--- src/rtl/mft_pkg.sv ---
package mft_pkg;

  typedef enum logic [1:0] {
    STATUS_OFFLINE = 2'd0,
    STATUS_STOPPED = 2'd1,
    STATUS_RUNNING = 2'd2
  } status_t;

  localparam logic OP_FRAME = 1'b0;
  localparam logic OP_TICK  = 1'b1;

  localparam logic LAYOUT_CURRENT = 1'b0;
  localparam logic LAYOUT_MIT     = 1'b1;

  localparam int unsigned REG_IDX_W = 3;
  localparam int unsigned REG_DATA_W = 17;

  localparam logic [REG_IDX_W-1:0] REG_CONTROL_MODE       = 3'd0;
  localparam logic [REG_IDX_W-1:0] REG_POSITION_ENABLE    = 3'd1;
  localparam logic [REG_IDX_W-1:0] REG_ENCODER_RESOLUTION = 3'd2;
  localparam logic [REG_IDX_W-1:0] REG_OFFLINE_LIMIT      = 3'd3;
  localparam logic [REG_IDX_W-1:0] REG_STALL_THRESHOLD    = 3'd4;

  localparam logic [16:0] RESOLUTION_RESET = 17'h10000;
  localparam logic [9:0]  OFFLINE_RESET    = 10'd50;
  localparam logic [11:0] STALL_RESET      = 12'd50;

  typedef struct packed {
    logic        control_mode;
    logic        position_enable;
    logic [16:0] encoder_resolution;
    logic [9:0]  offline_limit;
    logic [11:0] stall_threshold;
  } cfg_t;

  typedef struct packed {
    logic        op;
    logic [63:0] frame_data;
    logic [31:0] stamp;
  } item_t;

  typedef struct packed {
    logic signed [16:0] angle;
    logic signed [15:0] speed;
    logic signed [15:0] effort;
    logic [15:0]        temps;
    logic [7:0]         ident_fault;
    logic               ident_write;
  } decode_t;

  typedef struct packed {
    logic               accepted;
    logic signed [16:0] angle;
    logic signed [15:0] speed;
    logic signed [15:0] effort;
    logic signed [7:0]  temp_first;
    logic signed [7:0]  temp_second;
    logic [3:0]         motor_ident;
    logic [3:0]         motor_fault_state;
    logic signed [31:0] position;
    status_t            status;
    logic               enable_request;
  } result_t;

endpackage

--- src/rtl/mft_item_if.sv ---
interface mft_item_if;
  logic        valid;
  logic        ready;
  logic        op;
  logic [63:0] frame_data;
  logic [31:0] stamp;

  modport source (output valid, output op, output frame_data, output stamp, input ready);
  modport sink (input valid, input op, input frame_data, input stamp, output ready);
endinterface

--- src/rtl/mft_result_if.sv ---
interface mft_result_if;
  logic               valid;
  logic               ready;
  logic               accepted;
  logic signed [16:0] angle;
  logic signed [15:0] speed;
  logic signed [15:0] effort;
  logic signed [7:0]  temp_first;
  logic signed [7:0]  temp_second;
  logic [3:0]         motor_ident;
  logic [3:0]         motor_fault_state;
  logic signed [31:0] position;
  logic [1:0]         status;
  logic               enable_request;

  modport source (
    output valid, output accepted, output angle, output speed, output effort,
    output temp_first, output temp_second, output motor_ident,
    output motor_fault_state, output position, output status,
    output enable_request, input ready
  );
  modport sink (
    input valid, input accepted, input angle, input speed, input effort,
    input temp_first, input temp_second, input motor_ident,
    input motor_fault_state, input position, input status,
    input enable_request, output ready
  );
endinterface

--- src/rtl/mft_decode.sv ---
module mft_decode (
  input  logic [63:0]     frame_data,
  input  logic            control_mode,
  output mft_pkg::decode_t dec
);
  import mft_pkg::*;

  logic [7:0] b [8];

  always_comb begin
    for (int k = 0; k < 8; k++) begin
      b[k] = frame_data[63 - 8*k -: 8];
    end
  end

  always_comb begin
    if (control_mode == LAYOUT_MIT) begin
      dec.ident_fault = b[0];
      dec.ident_write = 1'b1;
      dec.angle       = {1'b0, b[1], b[2]};
      dec.speed       = {4'b0000, b[3], b[4][7:4]};
      dec.effort      = {4'b0000, b[4][3:0], b[5]};
      dec.temps       = {b[6], b[7]};
    end else begin
      dec.ident_fault = 8'h00;
      dec.ident_write = 1'b0;
      dec.angle       = {b[0][7], b[0], b[1]};
      dec.speed       = {b[2], b[3]};
      dec.effort      = {b[4], b[5]};
      dec.temps       = {b[6], 8'h00};
    end
  end
endmodule

--- src/rtl/mft_core.sv ---
module mft_core (
  input  logic             clk,
  input  logic             rst,
  input  logic             step,
  input  mft_pkg::item_t   item,
  input  mft_pkg::decode_t dec,
  input  mft_pkg::cfg_t    cfg,
  output mft_pkg::result_t res
);
  import mft_pkg::*;

  logic [31:0]        last_stamp, last_stamp_next;
  logic signed [16:0] angle_now, angle_now_next;
  logic signed [16:0] prev_angle, prev_angle_next;
  logic signed [15:0] speed_now, speed_now_next;
  logic signed [15:0] effort_now, effort_now_next;
  logic [15:0]        temps_now, temps_now_next;
  logic [7:0]         ident_fault, ident_fault_next;
  logic [31:0]        position_now, position_now_next;
  status_t            link_status, link_status_next;

  logic               frame_ok;
  logic signed [18:0] diff, half_pos, half_neg, res_s, corr;
  logic [31:0]        elapsed;
  logic [16:0]        spd_ext, mag;

  assign frame_ok = (item.op == OP_FRAME) && (item.stamp >= last_stamp);

  // unwrap: difference of the new and the previous angle, folded by one revolution
  assign diff     = {{2{dec.angle[16]}}, dec.angle} - {{2{prev_angle[16]}}, prev_angle};
  assign half_pos = {3'b000, cfg.encoder_resolution[16:1]};
  assign half_neg = -half_pos;
  assign res_s    = {2'b00, cfg.encoder_resolution};

  always_comb begin
    if (diff > half_pos) begin
      corr = diff - res_s;
    end else if (diff < half_neg) begin
      corr = diff + res_s;
    end else begin
      corr = diff;
    end
  end

  assign elapsed = item.stamp - last_stamp;
  assign spd_ext = {speed_now[15], speed_now};
  assign mag     = spd_ext[16] ? (17'd0 - spd_ext) : spd_ext;

  always_comb begin
    last_stamp_next   = last_stamp;
    angle_now_next    = angle_now;
    prev_angle_next   = prev_angle;
    speed_now_next    = speed_now;
    effort_now_next   = effort_now;
    temps_now_next    = temps_now;
    ident_fault_next  = ident_fault;
    position_now_next = position_now;
    link_status_next  = link_status;
    if (frame_ok) begin
      last_stamp_next = item.stamp;
      angle_now_next  = dec.angle;
      speed_now_next  = dec.speed;
      effort_now_next = dec.effort;
      temps_now_next  = dec.temps;
      if (dec.ident_write) begin
        ident_fault_next = dec.ident_fault;
      end
      priority if (!cfg.position_enable || link_status == STATUS_OFFLINE) begin
        position_now_next = 32'd0;
      end else if (position_now == 32'd0 && prev_angle == 17'sd0) begin
        prev_angle_next   = dec.angle;
        position_now_next = 32'd0;
      end else begin
        prev_angle_next   = dec.angle;
        position_now_next = position_now + {{13{corr[18]}}, corr};
      end
    end else if (item.op == OP_TICK) begin
      priority if (elapsed > {22'd0, cfg.offline_limit}) begin
        link_status_next = STATUS_OFFLINE;
      end else if (mag < {5'd0, cfg.stall_threshold}) begin
        link_status_next = STATUS_STOPPED;
      end else begin
        link_status_next = STATUS_RUNNING;
      end
    end
  end

  always_ff @(posedge clk) begin
    if (rst) begin
      last_stamp   <= '0;
      angle_now    <= '0;
      prev_angle   <= '0;
      speed_now    <= '0;
      effort_now   <= '0;
      temps_now    <= '0;
      ident_fault  <= '0;
      position_now <= '0;
      link_status  <= STATUS_OFFLINE;
    end else if (step) begin
      last_stamp   <= last_stamp_next;
      angle_now    <= angle_now_next;
      prev_angle   <= prev_angle_next;
      speed_now    <= speed_now_next;
      effort_now   <= effort_now_next;
      temps_now    <= temps_now_next;
      ident_fault  <= ident_fault_next;
      position_now <= position_now_next;
      link_status  <= link_status_next;
    end
  end

  always_comb begin
    res.accepted          = frame_ok;
    res.angle             = angle_now_next;
    res.speed             = speed_now_next;
    res.effort            = effort_now_next;
    res.temp_first        = temps_now_next[15:8];
    res.temp_second       = temps_now_next[7:0];
    res.motor_ident       = ident_fault_next[3:0];
    res.motor_fault_state = ident_fault_next[7:4];
    res.position          = position_now_next;
    res.status            = link_status_next;
    res.enable_request    = (item.op == OP_TICK) && (cfg.control_mode == LAYOUT_MIT);
  end
endmodule

--- src/rtl/mft_outq.sv ---
module mft_outq (
  input  logic             clk,
  input  logic             rst,
  input  logic             push,
  input  mft_pkg::result_t push_data,
  output logic             space,
  mft_result_if.source     results
);
  import mft_pkg::*;

  result_t    entry [2];
  logic       wr_ptr, rd_ptr;
  logic [1:0] count, count_next;
  logic       pop;
  result_t    head;

  assign pop   = results.valid && results.ready;
  assign space = (count != 2'd2);
  assign head  = entry[rd_ptr];

  always_comb begin
    unique case ({push, pop})
      2'b10:   count_next = count + 2'd1;
      2'b01:   count_next = count - 2'd1;
      default: count_next = count;
    endcase
  end

  always_ff @(posedge clk) begin
    if (rst) begin
      count  <= '0;
      wr_ptr <= 1'b0;
      rd_ptr <= 1'b0;
    end else begin
      count <= count_next;
      if (push) begin
        wr_ptr <= ~wr_ptr;
      end
      if (pop) begin
        rd_ptr <= ~rd_ptr;
      end
    end
  end

  always_ff @(posedge clk) begin
    if (push) begin
      entry[wr_ptr] <= push_data;
    end
  end

  assign results.valid             = (count != 2'd0);
  assign results.accepted          = head.accepted;
  assign results.angle             = head.angle;
  assign results.speed             = head.speed;
  assign results.effort            = head.effort;
  assign results.temp_first        = head.temp_first;
  assign results.temp_second       = head.temp_second;
  assign results.motor_ident       = head.motor_ident;
  assign results.motor_fault_state = head.motor_fault_state;
  assign results.position          = head.position;
  assign results.status            = head.status;
  assign results.enable_request    = head.enable_request;
endmodule

--- src/rtl/motor_feedback_tracker.sv ---
// Channel   Dir  Beat                                   Handshake
// --------  ---  -------------------------------------  -----------
// items     in   op, frame_data[63:0], stamp[31:0]      valid/ready
// results   out  decoded frame, position, status, req   valid/ready
// wr_*      in   register index[2:0], data[16:0]        wr_en only
//
// One beat in, one beat out. A beat is registered on entry, processed by the
// decode and unwrap logic while it waits in that register, and the result is
// written to a two-entry output queue when the queue has a slot; results are
// offered from the queue head. One beat per cycle is sustained while results
// drain; the two queue slots let the input side keep going while a result
// waits for its taker.
// Reset (rst, synchronous) clears the tracker state to zero with the link
// offline, and loads the register defaults.
module motor_feedback_tracker (
  input  logic                             clk,
  input  logic                             rst,
  mft_item_if.sink                         items,
  mft_result_if.source                     results,
  input  logic                             wr_en,
  input  logic [mft_pkg::REG_IDX_W-1:0]    wr_index,
  input  logic [mft_pkg::REG_DATA_W-1:0]   wr_data
);
  import mft_pkg::*;

  cfg_t    cfg;
  logic    hold_valid;
  item_t   hold_item;
  logic    load;
  logic    advance;
  logic    q_space;
  decode_t dec;
  result_t res;

  // configuration registers; writes beyond the list are dropped
  always_ff @(posedge clk) begin
    if (rst) begin
      cfg.control_mode       <= LAYOUT_CURRENT;
      cfg.position_enable    <= 1'b0;
      cfg.encoder_resolution <= RESOLUTION_RESET;
      cfg.offline_limit      <= OFFLINE_RESET;
      cfg.stall_threshold    <= STALL_RESET;
    end else if (wr_en) begin
      unique case (wr_index)
        REG_CONTROL_MODE:       cfg.control_mode       <= wr_data[0];
        REG_POSITION_ENABLE:    cfg.position_enable    <= wr_data[0];
        REG_ENCODER_RESOLUTION: cfg.encoder_resolution <= wr_data[16:0];
        REG_OFFLINE_LIMIT:      cfg.offline_limit      <= wr_data[9:0];
        REG_STALL_THRESHOLD:    cfg.stall_threshold    <= wr_data[11:0];
        default: ;
      endcase
    end
  end

  // input register: advance into the tracker whenever the queue has a slot,
  // and take a fresh beat in the same cycle
  assign advance     = hold_valid && q_space;
  assign items.ready = !hold_valid || q_space;
  assign load        = items.valid && items.ready;

  always_ff @(posedge clk) begin
    if (rst) begin
      hold_valid <= 1'b0;
    end else if (load) begin
      hold_valid <= 1'b1;
    end else if (advance) begin
      hold_valid <= 1'b0;
    end
  end

  // payload holds while stalled
  always_ff @(posedge clk) begin
    if (load) begin
      hold_item.op         <= items.op;
      hold_item.frame_data <= items.frame_data;
      hold_item.stamp      <= items.stamp;
    end
  end

  mft_decode u_decode (
    .frame_data   (hold_item.frame_data),
    .control_mode (cfg.control_mode),
    .dec          (dec)
  );

  // state update and result assembly for the beat in the input register
  mft_core u_core (
    .clk  (clk),
    .rst  (rst),
    .step (advance),
    .item (hold_item),
    .dec  (dec),
    .cfg  (cfg),
    .res  (res)
  );

  mft_outq u_outq (
    .clk       (clk),
    .rst       (rst),
    .push      (advance),
    .push_data (res),
    .space     (q_space),
    .results   (results)
  );

  // a waiting beat with a full queue must still be there, unchanged
  a_hold_stall: assert property (@(posedge clk) disable iff (rst)
    hold_valid && !q_space |=> hold_valid && $stable(hold_item))
    else $error("input register lost a stalled beat");

  // an accepted frame never raises the enable request
  a_req_tick_only: assert property (@(posedge clk) disable iff (rst)
    results.valid && results.accepted |-> !results.enable_request)
    else $error("enable request on an accepted frame");

  // with accumulation off an accepted frame leaves position at zero
  a_pos_disabled: assert property (@(posedge clk) disable iff (rst)
    results.valid && results.accepted && !cfg.position_enable |-> results.position == 32'sd0)
    else $error("position moved while disabled");

  // the input is never refused while the result queue is empty
  a_no_stall_empty: assert property (@(posedge clk) disable iff (rst)
    !results.valid |-> items.ready)
    else $error("input refused with an empty result queue");
endmodule

--- src/flat_wrapper.sv ---
// flat-port wrapper written by rule: the top's interface ports become plain ports
module motor_feedback_tracker_flat import mft_pkg::*;
  (clk, rst, wr_en, wr_index, wr_data, items_valid, items_op, items_frame_data, items_stamp, items_ready, results_valid, results_accepted, results_angle, results_speed, results_effort, results_temp_first, results_temp_second, results_motor_ident, results_motor_fault_state, results_position, results_status, results_enable_request, results_ready);
  mft_item_if items_i ();
  mft_result_if results_i ();
  input  logic clk;
  input  logic rst;
  input  logic wr_en;
  input  logic [mft_pkg::REG_IDX_W-1:0] wr_index;
  input  logic [mft_pkg::REG_DATA_W-1:0] wr_data;
  input wire logic [$bits(items_i.valid)-1:0] items_valid;
  input wire logic [$bits(items_i.op)-1:0] items_op;
  input wire logic [$bits(items_i.frame_data)-1:0] items_frame_data;
  input wire logic [$bits(items_i.stamp)-1:0] items_stamp;
  output wire logic [$bits(items_i.ready)-1:0] items_ready;
  output wire logic [$bits(results_i.valid)-1:0] results_valid;
  output wire logic [$bits(results_i.accepted)-1:0] results_accepted;
  output wire logic [$bits(results_i.angle)-1:0] results_angle;
  output wire logic [$bits(results_i.speed)-1:0] results_speed;
  output wire logic [$bits(results_i.effort)-1:0] results_effort;
  output wire logic [$bits(results_i.temp_first)-1:0] results_temp_first;
  output wire logic [$bits(results_i.temp_second)-1:0] results_temp_second;
  output wire logic [$bits(results_i.motor_ident)-1:0] results_motor_ident;
  output wire logic [$bits(results_i.motor_fault_state)-1:0] results_motor_fault_state;
  output wire logic [$bits(results_i.position)-1:0] results_position;
  output wire logic [$bits(results_i.status)-1:0] results_status;
  output wire logic [$bits(results_i.enable_request)-1:0] results_enable_request;
  input wire logic [$bits(results_i.ready)-1:0] results_ready;
  assign items_i.valid = items_valid;
  assign items_i.op = items_op;
  assign items_i.frame_data = items_frame_data;
  assign items_i.stamp = items_stamp;
  assign items_ready = items_i.ready;
  assign results_valid = results_i.valid;
  assign results_accepted = results_i.accepted;
  assign results_angle = results_i.angle;
  assign results_speed = results_i.speed;
  assign results_effort = results_i.effort;
  assign results_temp_first = results_i.temp_first;
  assign results_temp_second = results_i.temp_second;
  assign results_motor_ident = results_i.motor_ident;
  assign results_motor_fault_state = results_i.motor_fault_state;
  assign results_position = results_i.position;
  assign results_status = results_i.status;
  assign results_enable_request = results_i.enable_request;
  assign results_i.ready = results_ready;
  motor_feedback_tracker u_core (.clk(clk), .rst(rst), .items(items_i), .results(results_i), .wr_en(wr_en), .wr_index(wr_index), .wr_data(wr_data));
endmodule
--- config.mk ---
export PLATFORM = sky130hd
export DESIGN_NAME = motor_feedback_tracker_flat
export DESIGN_NICKNAME = d
export VERILOG_FILES = /design/src/rtl/mft_pkg.sv /design/src/rtl/mft_item_if.sv /design/src/rtl/mft_result_if.sv /design/src/rtl/mft_decode.sv /design/src/rtl/mft_core.sv /design/src/rtl/mft_outq.sv /design/src/rtl/motor_feedback_tracker.sv /design/src/flat_wrapper.sv
export SDC_FILE = /design/constraint.sdc
export NUM_CORES = 1
export LEC_CHECK = 0
export BUFFER_PORTS_ARGS = -buffer_cell sky130_fd_sc_hd__buf_2
export CAP_MARGIN = 20
export CELL_PAD_IN_SITES_DETAIL_PLACEMENT = 0
export CELL_PAD_IN_SITES_GLOBAL_PLACEMENT = 1
export CORE_ASPECT_RATIO = 2
export CORE_UTILIZATION = 43
export DETAILED_ROUTE_END_ITERATION = 10
export PLACE_DENSITY = 0.79
export SYNTH_ARGS = -nofsm -noshare
export SYNTH_HDL_FRONTEND = slang
export SYNTH_SLANG_ARGS = --single-unit
--- constraint.sdc ---
create_clock -name clk -period 7.67 [get_ports clk]
set_clock_uncertainty 0.15 [all_clocks]
set_input_delay 1.534 -clock clk [delete_from_list [all_inputs] [get_ports clk]]
set_output_delay 1.534 -clock clk [all_outputs]
set_load 0.02 [all_outputs]
Word level (Yosys, flattened, before mapping):

Memories as Yosys holds them, arrays and structs flattened. A register that Yosys moved wholly into a read port is not among the register bits.
Index checks and enable logic that the tools add are counted.

* equal/unequal tests: 7
* bitwise operators: 4
* reductions and logical operators: 24
* multiplexer cells: 24
* add/sub/neg operators: 9
* magnitude comparators: 5

Operators by type and width (number)
* 32-bit two-way mux: 3
* 74-bit two-way mux: 1
* 16-bit two-way mux: 3
* 19-bit two-way mux: 2
* 17-bit two-way mux: 2
* 32-bit adder: 1
* 32-bit >= comparator: 1
* 32-bit by 10-bit > comparator with 1-bit output: 1
* 32-bit zero test: 1
* 32-bit subtractor: 1
* 18-bit by 18-bit adder with 19-bit output: 1
* 18-bit by 19-bit less-than comparator with 1-bit output: 1
* 16-bit negation with 19-bit output: 1
* 18-bit by 18-bit subtractor with 19-bit output: 1
* 18-bit by 17-bit > comparator with 1-bit output: 1
* 17-bit by 17-bit subtractor with 18-bit output: 1
* 17-bit zero test: 1
* 17-bit by 12-bit less-than comparator with 1-bit output: 1
* 1-bit by 16-bit subtractor with 17-bit output, first input constant: 1
* 8-bit two-way mux: 2
* 2-bit AND reduction: 6
* 2-bit two-way mux: 4
* 3-bit by 2-bit == test with 1-bit output, second input constant: 2
* 1-bit logical AND: 6
* other kinds (16): 28

* RAM bits: 218
* register bits after elaboration: 299
* memories: 1

Memories
* u_core.u_outq.entry: depth 2, width 109, rd ports 1, clocked after Yosys merged registers in 1, write ports 1, line mft_outq.sv:11 `result_t entry [2];`

Depth between registers and ports, before layout:

Gate-level depths: netlist (run 1).

* depth in word-level cells: 9
* depth in mapped cells: 38
* mapped depth without buffers: 35

By module:

A second synthesis (run 1) with hierarchy kept.

* cells, all modules: 2816
* area total of the unflattened synthesis: 28282.1 um^2

Modules (own cells, without submodules)
* mft_core: area an instance 14729.1 um^2, cells an instance 2109, times used 1
* mft_outq: area an instance 8059.0 um^2, cells an instance 362, times used 1
* motor_feedback_tracker: area an instance 4698.3 um^2, cells an instance 265, times used 1
* mft_decode: area an instance 795.8 um^2, cells an instance 80, times used 1

Worst setup path before layout (run 1):

No wires, ideal clock.

* path type: register -> register
* from: register, netlist name u_core.cfg[40]
* to: memory u_core.u_outq.entry[0][33] (netlist name), data pin
* stages on the path, launching flop included: 37
* data required time: 7.260 ns
* clock period less this slack: 7.938 ns
* arrival: 7.528 ns
* buffers on the path: 4
* setup slack: -0.268 ns
* path through: dfxtp_1 > clkbuf_1 > clkbuf_1 > mux2i_1 > inv_1 > ha_1 > nor2b_1 > o31a_1 > o21a_1 > o311ai_1 > o211ai_1 > a21oi_1 > o21ai_0 > a21oi_1 > xnor2_1 > ha_1 > nand4_1 > nor2_1 > a31oi_1 > a21oi_1 > or3_1 > clkbuf_1 > clkbuf_1 > nand2_1 > a21oi_1 > ha_1 > fa_1 > nand3_1 > nand2_1 > a31oi_1 > o21ai_0 > a21oi_1 > o31a_1 > o211ai_1 > a41o_1 > xor2_1 > a22o_1

RTL lines (line)
* end: declaration: mft_outq.sv:11

==> results.json, run 1 <==
{
  "outcome": "completed",
  "ys_warn_count": 0,
  "capturing_instance_or_port_of_the_critical_path": "u_core.u_outq.entry[0][19]",
  "finalCritPeriodShare_pct": 95.1,
  "detail_route.drc_violations": 0,
  "port-buffer-count": 232,
  "syn_std_cell_area_sq_um": 27700,
  "worst_pin_slew_ps": 1060,
  "timing.critical_path.from_type": "flip-flop",
  "drt-wirelength-per-cell_microns": 21.6,
  "post_route_cell_area_sq_um": 32800,
  "hold-worst-slack_ps": 303,
  "share_of_post_route_cells_with_drive_strength_above_1_pct": 22.3,
  "final_period_minus_worst_setup_slack_ps": 7290,
  "grt_max_degree": 102,
  "cts-htree-levels": 2,
  "place_area_sq_um": 30900,
  "timing.fmax_mhz": 137,
  "layout_net_count": 3417,
  "timing.critical_path.arrival_ps": 7590,
  "globalRouteTotalUtil_pct": 25.7,
  "crit-reg2reg-capture": "u_core.u_outq.entry[0][19]",
  "gp_congestion": 0.998,
  "timing.critical_path.fanout_max": 7,
  "crit-reg2reg-launch": "u_core.cfg[40]",
  "first_global_vias": 22400,
  "report.final.hold_viol_count": 0,
  "synthToLayoutAreaGrowth_pct": 18.3,
  "reg2reg_setup_slack_ps": 380,
  "r2r_cells": 37,
  "asyncSetResetFlopFracSynth_pct": 0,
  "power.total_uw": 8250,
  "timing.slew.headroom_pct": 29.6,
  "clock_sink_count": 518,
  "floorplan.io_pins": 233,
  "grt_remaining_overflow": 0,
  "netlist_instances": 2765,
  "setup_violations": 0,
  "drv_slew": 0,
  "mappedNetlistNets": 3071,
  "detailed_placement_wirelength_estimate_mm": 64.1,
  "synth.lib_cells_used.distinct": 83,
  "detailed_router_iteration_count_before_antenna_repair": 5,
  "worstHoldPathType": "flip-flop to flip-flop",
  "cts_inserted_buffers": 47,
  "clock_path_buffers": 3,
  "cts_hold_buffers": 0,
  "number_of_storage_elements_in_the_synthesis_netlist": 518,
  "synth-edff-count": 315,
  "grt_pass1_wl_mm": 128,
  "pwrdens_nw_per_um2": 251,
  "worst_setup_path_end_kind": "flip-flop",
  "ys.flop_type": "sky130_fd_sc_hd__edfxtp_1",
  "critPathKind": "flip-flop to flip-flop",
  "via_count": 22300,
  "worst_ep_required_time_ps": 7970,
  "cts_root_buffer": "sky130_fd_sc_hd__clkbuf_16",
  "grt_antenna_before_repair": 7,
  "design.core.area_sq_um": 63800,
  "ys_seq_area_share_pct": 48.8,
  "cts.clk_slew.worst_paths_ps": 70,
  "floorplan.die.height_microns": 361,
  "crit_path_frequent_cell": "sky130_fd_sc_hd__buf_4",
  "row_count": 131,
  "avgViaCountPerCell": 5.64,
  "die-area_sq_um": 65600,
  "insertion_delay_of_the_later_clocked_pin_in_the_worst_skew_pair_ps": 630,
  "ant_nets": 0,
  "maxcap_viol_count": 0,
  "cp_slowest_cell": "sky130_fd_sc_hd__dfxtp_4",
  "final.setup.worst_slack_ps": 377,
  "max_ir_drop_vdd_uv": 191,
  "chipWidth_microns": 182,
  "cts_tree": "yes",
  "post-place-ws_ps": -158,
  "initial_core_util_pct": 43.5,
  "static-leakage-power_uw": 0.0128,
  "timing.critical_path.from": "u_core.cfg[40]",
  "postSynthAreaPerCell_sq_um": 10.0,
  "worst_path_largest_cell_delay_ps": 410,
  "drt_iter0_drc": 1318,
  "detail_route.wirelength_mm": 85.3
}
cells in the mapped netlist (16+ instances only):
cell type,number,area (sq um)
sky130_fd_sc_hd__nand2_1,401,1510
sky130_fd_sc_hd__edfxtp_1,315,9460
sky130_fd_sc_hd__a21oi_1,263,1320
sky130_fd_sc_hd__dfxtp_1,203,4060
sky130_fd_sc_hd__nor2_1,201,754
sky130_fd_sc_hd__ha_1,179,2240
sky130_fd_sc_hd__inv_1,155,582
sky130_fd_sc_hd__mux2_2,118,1330
sky130_fd_sc_hd__clkbuf_1,107,402
sky130_fd_sc_hd__o21ai_0,71,355
sky130_fd_sc_hd__xnor2_1,71,622
sky130_fd_sc_hd__a211oi_1,57,428
sky130_fd_sc_hd__a21o_1,48,360
sky130_fd_sc_hd__nand3_1,42,210
sky130_fd_sc_hd__mux2i_1,38,380
sky130_fd_sc_hd__a22o_1,34,298
sky130_fd_sc_hd__nor3_1,32,160
sky130_fd_sc_hd__o211ai_1,27,203
sky130_fd_sc_hd__nor2b_1,25,156
sky130_fd_sc_hd__o21bai_1,24,180
sky130_fd_sc_hd__nand3b_1,23,173
sky130_fd_sc_hd__nand4_1,22,138
sky130_fd_sc_hd__nor4_1,22,138
sky130_fd_sc_hd__a22oi_1,21,158
sky130_fd_sc_hd__nand2b_1,21,131
sky130_fd_sc_hd__xor2_1,21,184
sky130_fd_sc_hd__o21a_1,16,120
worst min path at each step:
stage                                 startpoint                      endpoint  slack [ps]  cells past startpoint
floorplan           u_core.u_core.ident_fault[0]  u_core.u_core.ident_fault[0]         280                      2
global placement    u_core.u_core.ident_fault[2]  u_core.u_core.ident_fault[2]         290                      2
detailed placement  u_core.u_core.last_stamp[13]  u_core.u_core.last_stamp[13]         300                      2
CTS                 u_core.u_core.last_stamp[13]  u_core.u_core.last_stamp[13]         310                      2
global route        u_core.u_core.last_stamp[26]  u_core.u_core.last_stamp[26]         320                      2
finish              u_core.u_core.last_stamp[27]  u_core.u_core.last_stamp[27]         300                      2
final cells by class:
cell class | count | area, sq um
diodes | 2 | 5.00
clock buffers | 64 | 1310
clock inverters | 24 | 278
fillers | 5703 | 31000
inverters | 157 | 593
multi-input cells | 1967 | 13400
flip-flops and latches | 518 | 13500
well taps | 798 | 998
repair buffers | 420 | 2650
power by group:
part / switching [uW] / internal (uW)
Combinational: 1510 / 1030
Sequential: 125 / 3150
Clock: 1110 / 1320
sequential cells by signal, summed over array words and instances (netlist names), 2 cells and up, named ones only:
signal,count
u_core.u_outq.entry,218
u_core.u_outq.count,2
u_core.hold_item,97
u_core.u_core.temps_now,16
u_core.u_core.position_now,32
u_core.u_core.angle_now,17
u_core.u_core.link_status,2
u_core.u_core.effort_now,16
u_core.cfg,41
u_core.u_core.speed_now,16
u_core.u_core.last_stamp,32
u_core.u_core.ident_fault,8
u_core.u_core.prev_angle,17
kinds of logic (layout without fill, tap and decap cells):
family,after synthesis,after routing,share of synthesized area (%)
AO/OA/AOI/OAI,679,679,16.0
XOR/XNOR,92,92,2.91
adder cells (fa/ha/maj),184,184,8.44
buffers and inverters,280,665,3.83
flip-flops,518,518,48.8
multiplexers,156,156,6.17
other,0,2,0
AND/OR/NAND/NOR,856,856,13.9
through the flow:
step / instances / setup TNS [ps] / utilization [%]
after floorplan: 2765 / 0 / -
after global placement: 3853 / -129 / 48.4
after detailed placement: 3854 / -1430 / 48.5
after CTS: 3943 / 0 / 51.0
after global routing: 3948 / -225 / 51.4
final: 3950 / 0 / 51.5
what timing repair did:
action                                  CTS  global route
setup buffers                             1             5
resized for setup                        11            57
endpoints found under the setup margin   23            53
pin swaps                                 1            21
critical path, delay by kind of cell (launching register included):
kind            cells  cell delay (ps)
buf+inv             5              760
xor+xnor            1              120
compound gates     18             3000
flops               1              410
fa+ha+maj           4             1260
simple gates        8             1190
mux                 1              250
placed cells by master (no fill, tap or decap), types with 118 or more instances in the layout:
master and instances:
sky130_fd_sc_hd__mux2_2 118, sky130_fd_sc_hd__buf_4 182, sky130_fd_sc_hd__nor2_1 196, sky130_fd_sc_hd__buf_2 231, sky130_fd_sc_hd__ha_1 176, sky130_fd_sc_hd__dfxtp_1 201
sky130_fd_sc_hd__nand2_1 400, sky130_fd_sc_hd__a21oi_1 251, sky130_fd_sc_hd__inv_1 155, sky130_fd_sc_hd__edfxtp_1 315
routing by layer:
metal	share of wire, %	GRT usage, %	routed length (microns)
met1	35	25.5	29900
met5	0.077	0	66
met2	53	48.6	45300
met4	7.3	17.4	6240
met3	4.5	3.75	3820
No activity file was read; power rests on OpenSTA's default activity.
==> inputs of run 2 (changes only) <==
Settings changed: REMOVE_ABC_BUFFERS set to 1.
==> run 2 against run 1 <==
  * Register-to-register slack got worse by 130 ps
  * Wire length fell by 2.3%
  * Combinational power increased by 2%
  * Critical endpoint is now u_core.u_core.position_now[31]
  * First-iteration DRC count is 3.4% higher
  * Count of clock-buffer cells in the layout decreased by 6
  * Sequential share of layout area shrank 0.63 points
  * Setup slack got worse by 130 ps
  * Via count increased by 0.63%
  * Total power about the same
  * Core utilization increased by 0.80 points
  * Critical path depth decreased by 3
  * Clock power down 2%
==> results.json, run 2 (same netlist as run 1, synthesis figures left out) <==
{
  "detailed_placement_wirelength_estimate_mm": 62.0,
  "floorplan.die.height_microns": 361,
  "layout_net_count": 3450,
  "clock_sink_count": 518,
  "multiInputGateArea_sq_um": 13700,
  "timing.critical_path.from_type": "flip-flop",
  "layout.filler_cells": 5728,
  "post_route_cell_area_sq_um": 33300,
  "timing.critical_path.fanout_max": 6,
  "worst_pin_slew_ps": 1040,
  "cts_root_buffer": "sky130_fd_sc_hd__clkbuf_16",
  "outcome": "completed",
  "die-area_sq_um": 65600,
  "avgViaCountPerCell": 5.62,
  "static-leakage-power_uw": 0.0130,
  "final_cell_mix": "sky130_fd_sc_hd__nand2_1, sky130_fd_sc_hd__edfxtp_1, sky130_fd_sc_hd__a21oi_1, sky130_fd_sc_hd__buf_2, sky130_fd_sc_hd__buf_4",
  "synthToLayoutAreaGrowth_pct": 20.2,
  "cts_tree": "yes",
  "first_global_vias": 22800,
  "top_register": "u_core.u_outq.entry",
  "timing.slew.headroom_pct": 30.9,
  "grt_max_degree": 141,
  "layout.cells.most_common": "sky130_fd_sc_hd__nand2_1",
  "timing.fmax_mhz": 135,
  "port-buffer-count": 232,
  "grt_setup_unrepaired": "true",
  "grt_pass1_wl_mm": 125,
  "critPathKind": "flip-flop to flip-flop",
  "insertion_delay_of_the_later_clocked_pin_in_the_worst_skew_pair_ps": 630,
  "final_period_minus_worst_setup_slack_ps": 7420,
  "worst_ep_required_time_ps": 8070,
  "detail_route.wirelength_mm": 83.4,
  "cts-htree-levels": 2,
  "timing.critical_path.arrival_ps": 7820,
  "drv_slew": 0,
  "grt_antenna_before_repair": 8,
  "max_ffs_per_register": 218,
  "design.core.area_sq_um": 63800,
  "chipWidth_microns": 182,
  "setup_violations": 0,
  "place_area_sq_um": 31100,
  "cts_inserted_buffers": 47,
  "cts_hold_buffers": 0,
  "dp_cells": 3877,
  "worstHoldPathType": "flip-flop to flip-flop",
  "globalRouteTotalUtil_pct": 24.9,
  "cp_slowest_cell": "sky130_fd_sc_hd__dfxtp_4",
  "via_count": 22400,
  "gp_congestion": 0.952,
  "share_of_post_route_cells_with_drive_strength_above_1_pct": 23.9,
  "pwrdens_nw_per_um2": 248,
  "max_ir_drop_vdd_uv": 199,
  "grt_remaining_overflow": 0,
  "row_count": 131,
  "worst_setup_path_end_kind": "flip-flop",
  "drt-wirelength-per-cell_microns": 20.9,
  "reg.largest.list": "u_core.u_outq.entry: 218 flops, u_core.hold_item: 97 flops, u_core.cfg: 41 flops",
  "fin_util_pct": 52.3,
  "worst_path_largest_cell_delay_ps": 430,
  "detailed_router_iteration_count_before_antenna_repair": 5,
  "maxcap_viol_count": 0,
  "clock_path_buffers": 3,
  "finalCritPeriodShare_pct": 96.8,
  "ant_nets": 0,
  "finalNonFillerCells": 3986,
  "cts.clk_slew.worst_paths_ps": 70,
  "storage_element_area_sq_um": 13500,
  "drt_iter0_drc": 1363,
  "fin_setup_tns_ps": 0,
  "floorplan.io_pins": 233,
  "initial_core_util_pct": 43.5,
  "report.final.hold_viol_count": 0,
  "detail_route.drc_violations": 0
}
## run 2: cell count changes in the layout (fill, tap and decap cells not counted), moves of 5 or more
cell	previous run	this run
sky130_fd_sc_hd__ha_4	1	7
sky130_fd_sc_hd__clkbuf_8	7	2
sky130_fd_sc_hd__ha_1	176	170
sky130_fd_sc_hd__buf_4	182	208
sky130_fd_sc_hd__buf_6	2	7
sky130_fd_sc_hd__xnor2_1	69	63
## run 2: what timing repair did
| item | CTS | global route |
|---|---|---|
| gates cloned | 0 | 2 |
| hold endpoints to repair | 0 | 0 |
| setup buffers | 1 | 13 |
| setup endpoints to repair | 40 | 50 |
| pin swaps | 2 | 44 |
| gates resized for setup | 18 | 96 |
## run 2: final cells by class
cell class	instances	area share, %
sequential	518	40.6
antenna	6	0.0451
inverter	157	1.78
multi-input combinational	1967	41.0
clock buffer	58	3.71
clock inverter	29	0.969
timing repair buffer	453	8.84
tap	798	3.00
## run 2: critical path: cells and delay by family (launching register included)
family / cells / cell delay, ps
AOI/OAI and AO/OA: 17 / 3820
xor gates and xnor gates: 2 / 350
adders and majority gates: 3 / 780
buffers and inverters: 6 / 830
DFF: 1 / 430
muxes: 1 / 240
and+or+nand+nor: 5 / 780
## run 2: power breakdown
group / switching [uW] / leakage (uW) / total (uW) / internal (uW)
clock network: 1080 / 0.000742 / 2380 / 1300
registers: 124 / 0.00464 / 3280 / 3150
logic: 1510 / 0.00761 / 2590 / 1080
## run 2: metrics by stage
step	setup slack (ps)	hold slack (ps)	power, uW
final	246	304	8250
after global routing	-76.1	321	8640
after CTS	6.58	305	8220
after detailed placement	-409	297	5810
after global placement	-289	288	5780
after floorplan	-1550	277	4850
## run 2: routing by layer
metal	vias to the layer above	track usage, %	share of wire (%)
met2	616	49.0	55
met5	-	0	0.036
li1	10800	-	-
met3	214	3.46	4.1
met1	10800	24.0	34
met4	4	15.1	6.4
## run 2: final timing paths
| check | startpoint | to | slack [ps] | cells past startpoint |
|---|---|---|---|---|
| worst min register to register | u_core.u_core.last_stamp[13] | u_core.u_core.last_stamp[13] | 300 | 2 |
| worst max register to register | u_core.cfg[40] | u_core.u_core.position_now[31] | 250 | 34 |
| worst max-delay path | u_core.cfg[40] | u_core.u_core.position_now[31] | 250 | 34 |
| worst min-delay path | u_core.u_core.last_stamp[13] | u_core.u_core.last_stamp[13] | 300 | 2 |
==> inputs of run 3 (changes only) <==
Settings changed: CORE_ASPECT_RATIO 2 to 0.9.
==> run 3 against run 2 <==
  * Fmax is 1.1% higher
  * Global-route usage is 1.6 points lower
  * Die area about the same
  * Via count is 1.9% lower
  * Sequential power hardly changed
  * Count of clock-buffer cells in the layout grew 19
  * Core utilization is 0.29 points lower
  * Non-clock buffer count is 46 lower
  * Critical path depth rose by 3
  * Critical endpoint unchanged
  * Largest cell class is now sequential cells
  * Highest routed layer unchanged
==> results.json, run 3 (same netlist as run 1, synthesis figures left out) <==
{
  "cts_tree": "yes",
  "pwrdens_nw_per_um2": 251,
  "reg2reg_setup_slack_ps": 320,
  "grt_setup_unrepaired": "true",
  "finalNonFillerCells": 3999,
  "crit_family": "compound AO/OA/AOI/OAI gates",
  "storage_element_area_sq_um": 13500,
  "cts_hold_buffers": 0,
  "grt_pass1_wl_mm": 120,
  "crit-reg2reg-launch": "u_core.cfg[40]",
  "timing.slew.headroom_pct": 39.1,
  "cts.clk_slew.worst_paths_ps": 60,
  "finalCritPeriodShare_pct": 95.8,
  "grt_max_degree": 138,
  "timing.critical_path.buf_inv": 4,
  "p_comb_share_pct": 30.1,
  "hold-worst-slack_ps": 304,
  "final_period_minus_worst_setup_slack_ps": 7350,
  "hold_path_startpoint": "u_core.u_core.last_stamp[31]",
  "clock_path_buffers": 3,
  "floorplan.die.height_microns": 243,
  "p_switching_uw": 2700,
  "worst_ep_required_time_ps": 8060,
  "share_of_post_route_cells_with_drive_strength_above_1_pct": 21.9,
  "clock_sink_count": 518,
  "port-buffer-count": 232,
  "layout.filler_cells": 5647,
  "avgViaCountPerCell": 5.50,
  "first_global_vias": 21300,
  "worst_setup_path_end_kind": "flip-flop",
  "top_register": "u_core.u_outq.entry",
  "layout_net_count": 3410,
  "via_count": 22000,
  "cts_inserted_buffers": 53,
  "static-leakage-power_uw": 0.0128,
  "reg.largest.list": "u_core.u_outq.entry: 218 flops, u_core.hold_item: 97 flops, u_core.cfg: 41 flops",
  "drt_iter0_drc": 1658,
  "maxcap_viol_count": 0,
  "detailed_router_iteration_count_before_antenna_repair": 5,
  "detail_route.drc_violations": 0,
  "design.core.area_sq_um": 63200,
  "critPathKind": "flip-flop to flip-flop",
  "initial_core_util_pct": 43.8,
  "ant_nets": 0,
  "cellInternalPower_uw": 5540,
  "outcome": "completed",
  "fin_util_pct": 52.0,
  "seq_power_share_pct": 39.8,
  "row_count": 87,
  "detailed_placement_wirelength_estimate_mm": 57.2,
  "synthToLayoutAreaGrowth_pct": 18.5,
  "worst_path_largest_cell_delay_ps": 410,
  "max_ffs_per_register": 218,
  "cts_root_buffer": "sky130_fd_sc_hd__clkbuf_16",
  "cp_slowest_cell": "sky130_fd_sc_hd__dfxtp_4",
  "globalRouteTotalUtil_pct": 23.3,
  "insertion_delay_of_the_later_clocked_pin_in_the_worst_skew_pair_ps": 620,
  "drv_slew": 0,
  "proportion_of_total_power_due_to_net_switching_pct": 32.8,
  "setup_violations": 0,
  "detail_route.wirelength_mm": 78.5,
  "worstHoldPathType": "flip-flop to flip-flop",
  "cts-htree-levels": 2,
  "dp_cells": 3884,
  "timing.critical_path.fanout_max": 22,
  "grt_remaining_overflow": 0,
  "timing.fmax_mhz": 136,
  "report.final.hold_viol_count": 0,
  "worst_pin_slew_ps": 914,
  "floorplan.io_pins": 233,
  "crit-reg2reg-capture": "u_core.u_core.position_now[31]",
  "r2r_cells": 37,
  "final_cell_mix": "sky130_fd_sc_hd__nand2_1, sky130_fd_sc_hd__edfxtp_1, sky130_fd_sc_hd__a21oi_1, sky130_fd_sc_hd__buf_2, sky130_fd_sc_hd__dfxtp_1",
  "die-area_sq_um": 65500,
  "pwr-share-clk_pct": 30.1,
  "drt-wirelength-per-cell_microns": 19.6,
  "timing.critical_path.from_type": "flip-flop",
  "worst_hold_path.endpoint": "u_core.u_core.last_stamp[31]",
  "multiInputGateArea_sq_um": 13500,
  "gp_congestion": 0.906,
  "timing.critical_path.arrival_ps": 7730,
  "layout.cells.most_common": "sky130_fd_sc_hd__nand2_1",
  "grt_antenna_before_repair": 7,
  "max_ir_drop_vdd_uv": 183,
  "holdPathStages": 2,
  "chipWidth_microns": 270
}
## run 3: how the worst max path moves through the flow
stage	startpoint	endpoint	slack, ps	depth (start not counted)
6_report	u_core.cfg[40]	u_core.u_core.position_now[31]	320	37
3_3_place_gp	u_core.cfg[40]	u_core.u_core.position_now[31]	70	36
3_5_place_dp	u_core.cfg[40]	u_core.u_core.position_now[31]	-180	37
5_1_grt	u_core.cfg[40]	u_core.u_core.position_now[31]	-90	38
4_1_cts	u_core.cfg[40]	u_core.u_core.position_now[31]	4	32
2_1_floorplan	u_core.cfg[40]	u_core.u_outq.entry[0][33]	-1550	33
## run 3: repair_timing
action | 4_1_cts | 5_1_grt
endpoints found under the setup margin | 11 | 50
gates cloned | 0 | 1
pin swaps | 0 | 36
gates resized for setup | 9 | 70
buffers inserted | 0 | 8
## run 3: routing by layer
metal | up-vias | part of all wire, % | GRT usage (%)
met5 | - | 0.014 | 0
met2 | 522 | 47 | 38.3
li1 | 10700 | - | -
met3 | 125 | 5.4 | 4.32
met4 | 2 | 2.4 | 6.17
met1 | 10600 | 45 | 31.5
## run 3: final cells by class
| type | count | area share, % |
|---|---|---|
| multi-input cells | 1967 | 41.1 |
| diodes | 5 | 0.0381 |
| flip-flops and latches | 518 | 41.2 |
| clock buffers | 77 | 4.47 |
| clock inverters | 23 | 0.594 |
| inverters | 157 | 1.80 |
| repair buffers | 407 | 7.66 |
| well taps | 845 | 3.22 |
## run 3: tightest hold or removal path: cells and delay by family, from the launching register on
family | cells | cell delay, ps
compound gates | 1 | 50
flops | 1 | 310
simple gates | 1 | 50
## run 3: power groups by stage
| stage | Combinational, uW | Sequential, uW | Clock [uW] |
|---|---|---|---|
| global placement | 2380 | 3330 | 0 |
| CTS | 2410 | 3280 | 2530 |
| global route | 2690 | 3300 | 2640 |
| floorplan | 1520 | 3330 | 0 |
| detailed placement | 2390 | 3340 | 0 |
| finish | 2480 | 3280 | 2480 |
## run 3: through the flow
step                      TNS (ps)  instance area, sq um  total power, uW  setup slack, ps
after floorplan             -86000                 27300             4850            -1550
after global placement           0                 30800             5710             66.8
after detailed placement      -771                 30800             5730             -184
after CTS                        0                 32500             8220             3.88
after global routing          -223                 32900             8630            -91.7
final                            0                 32900             8240              323
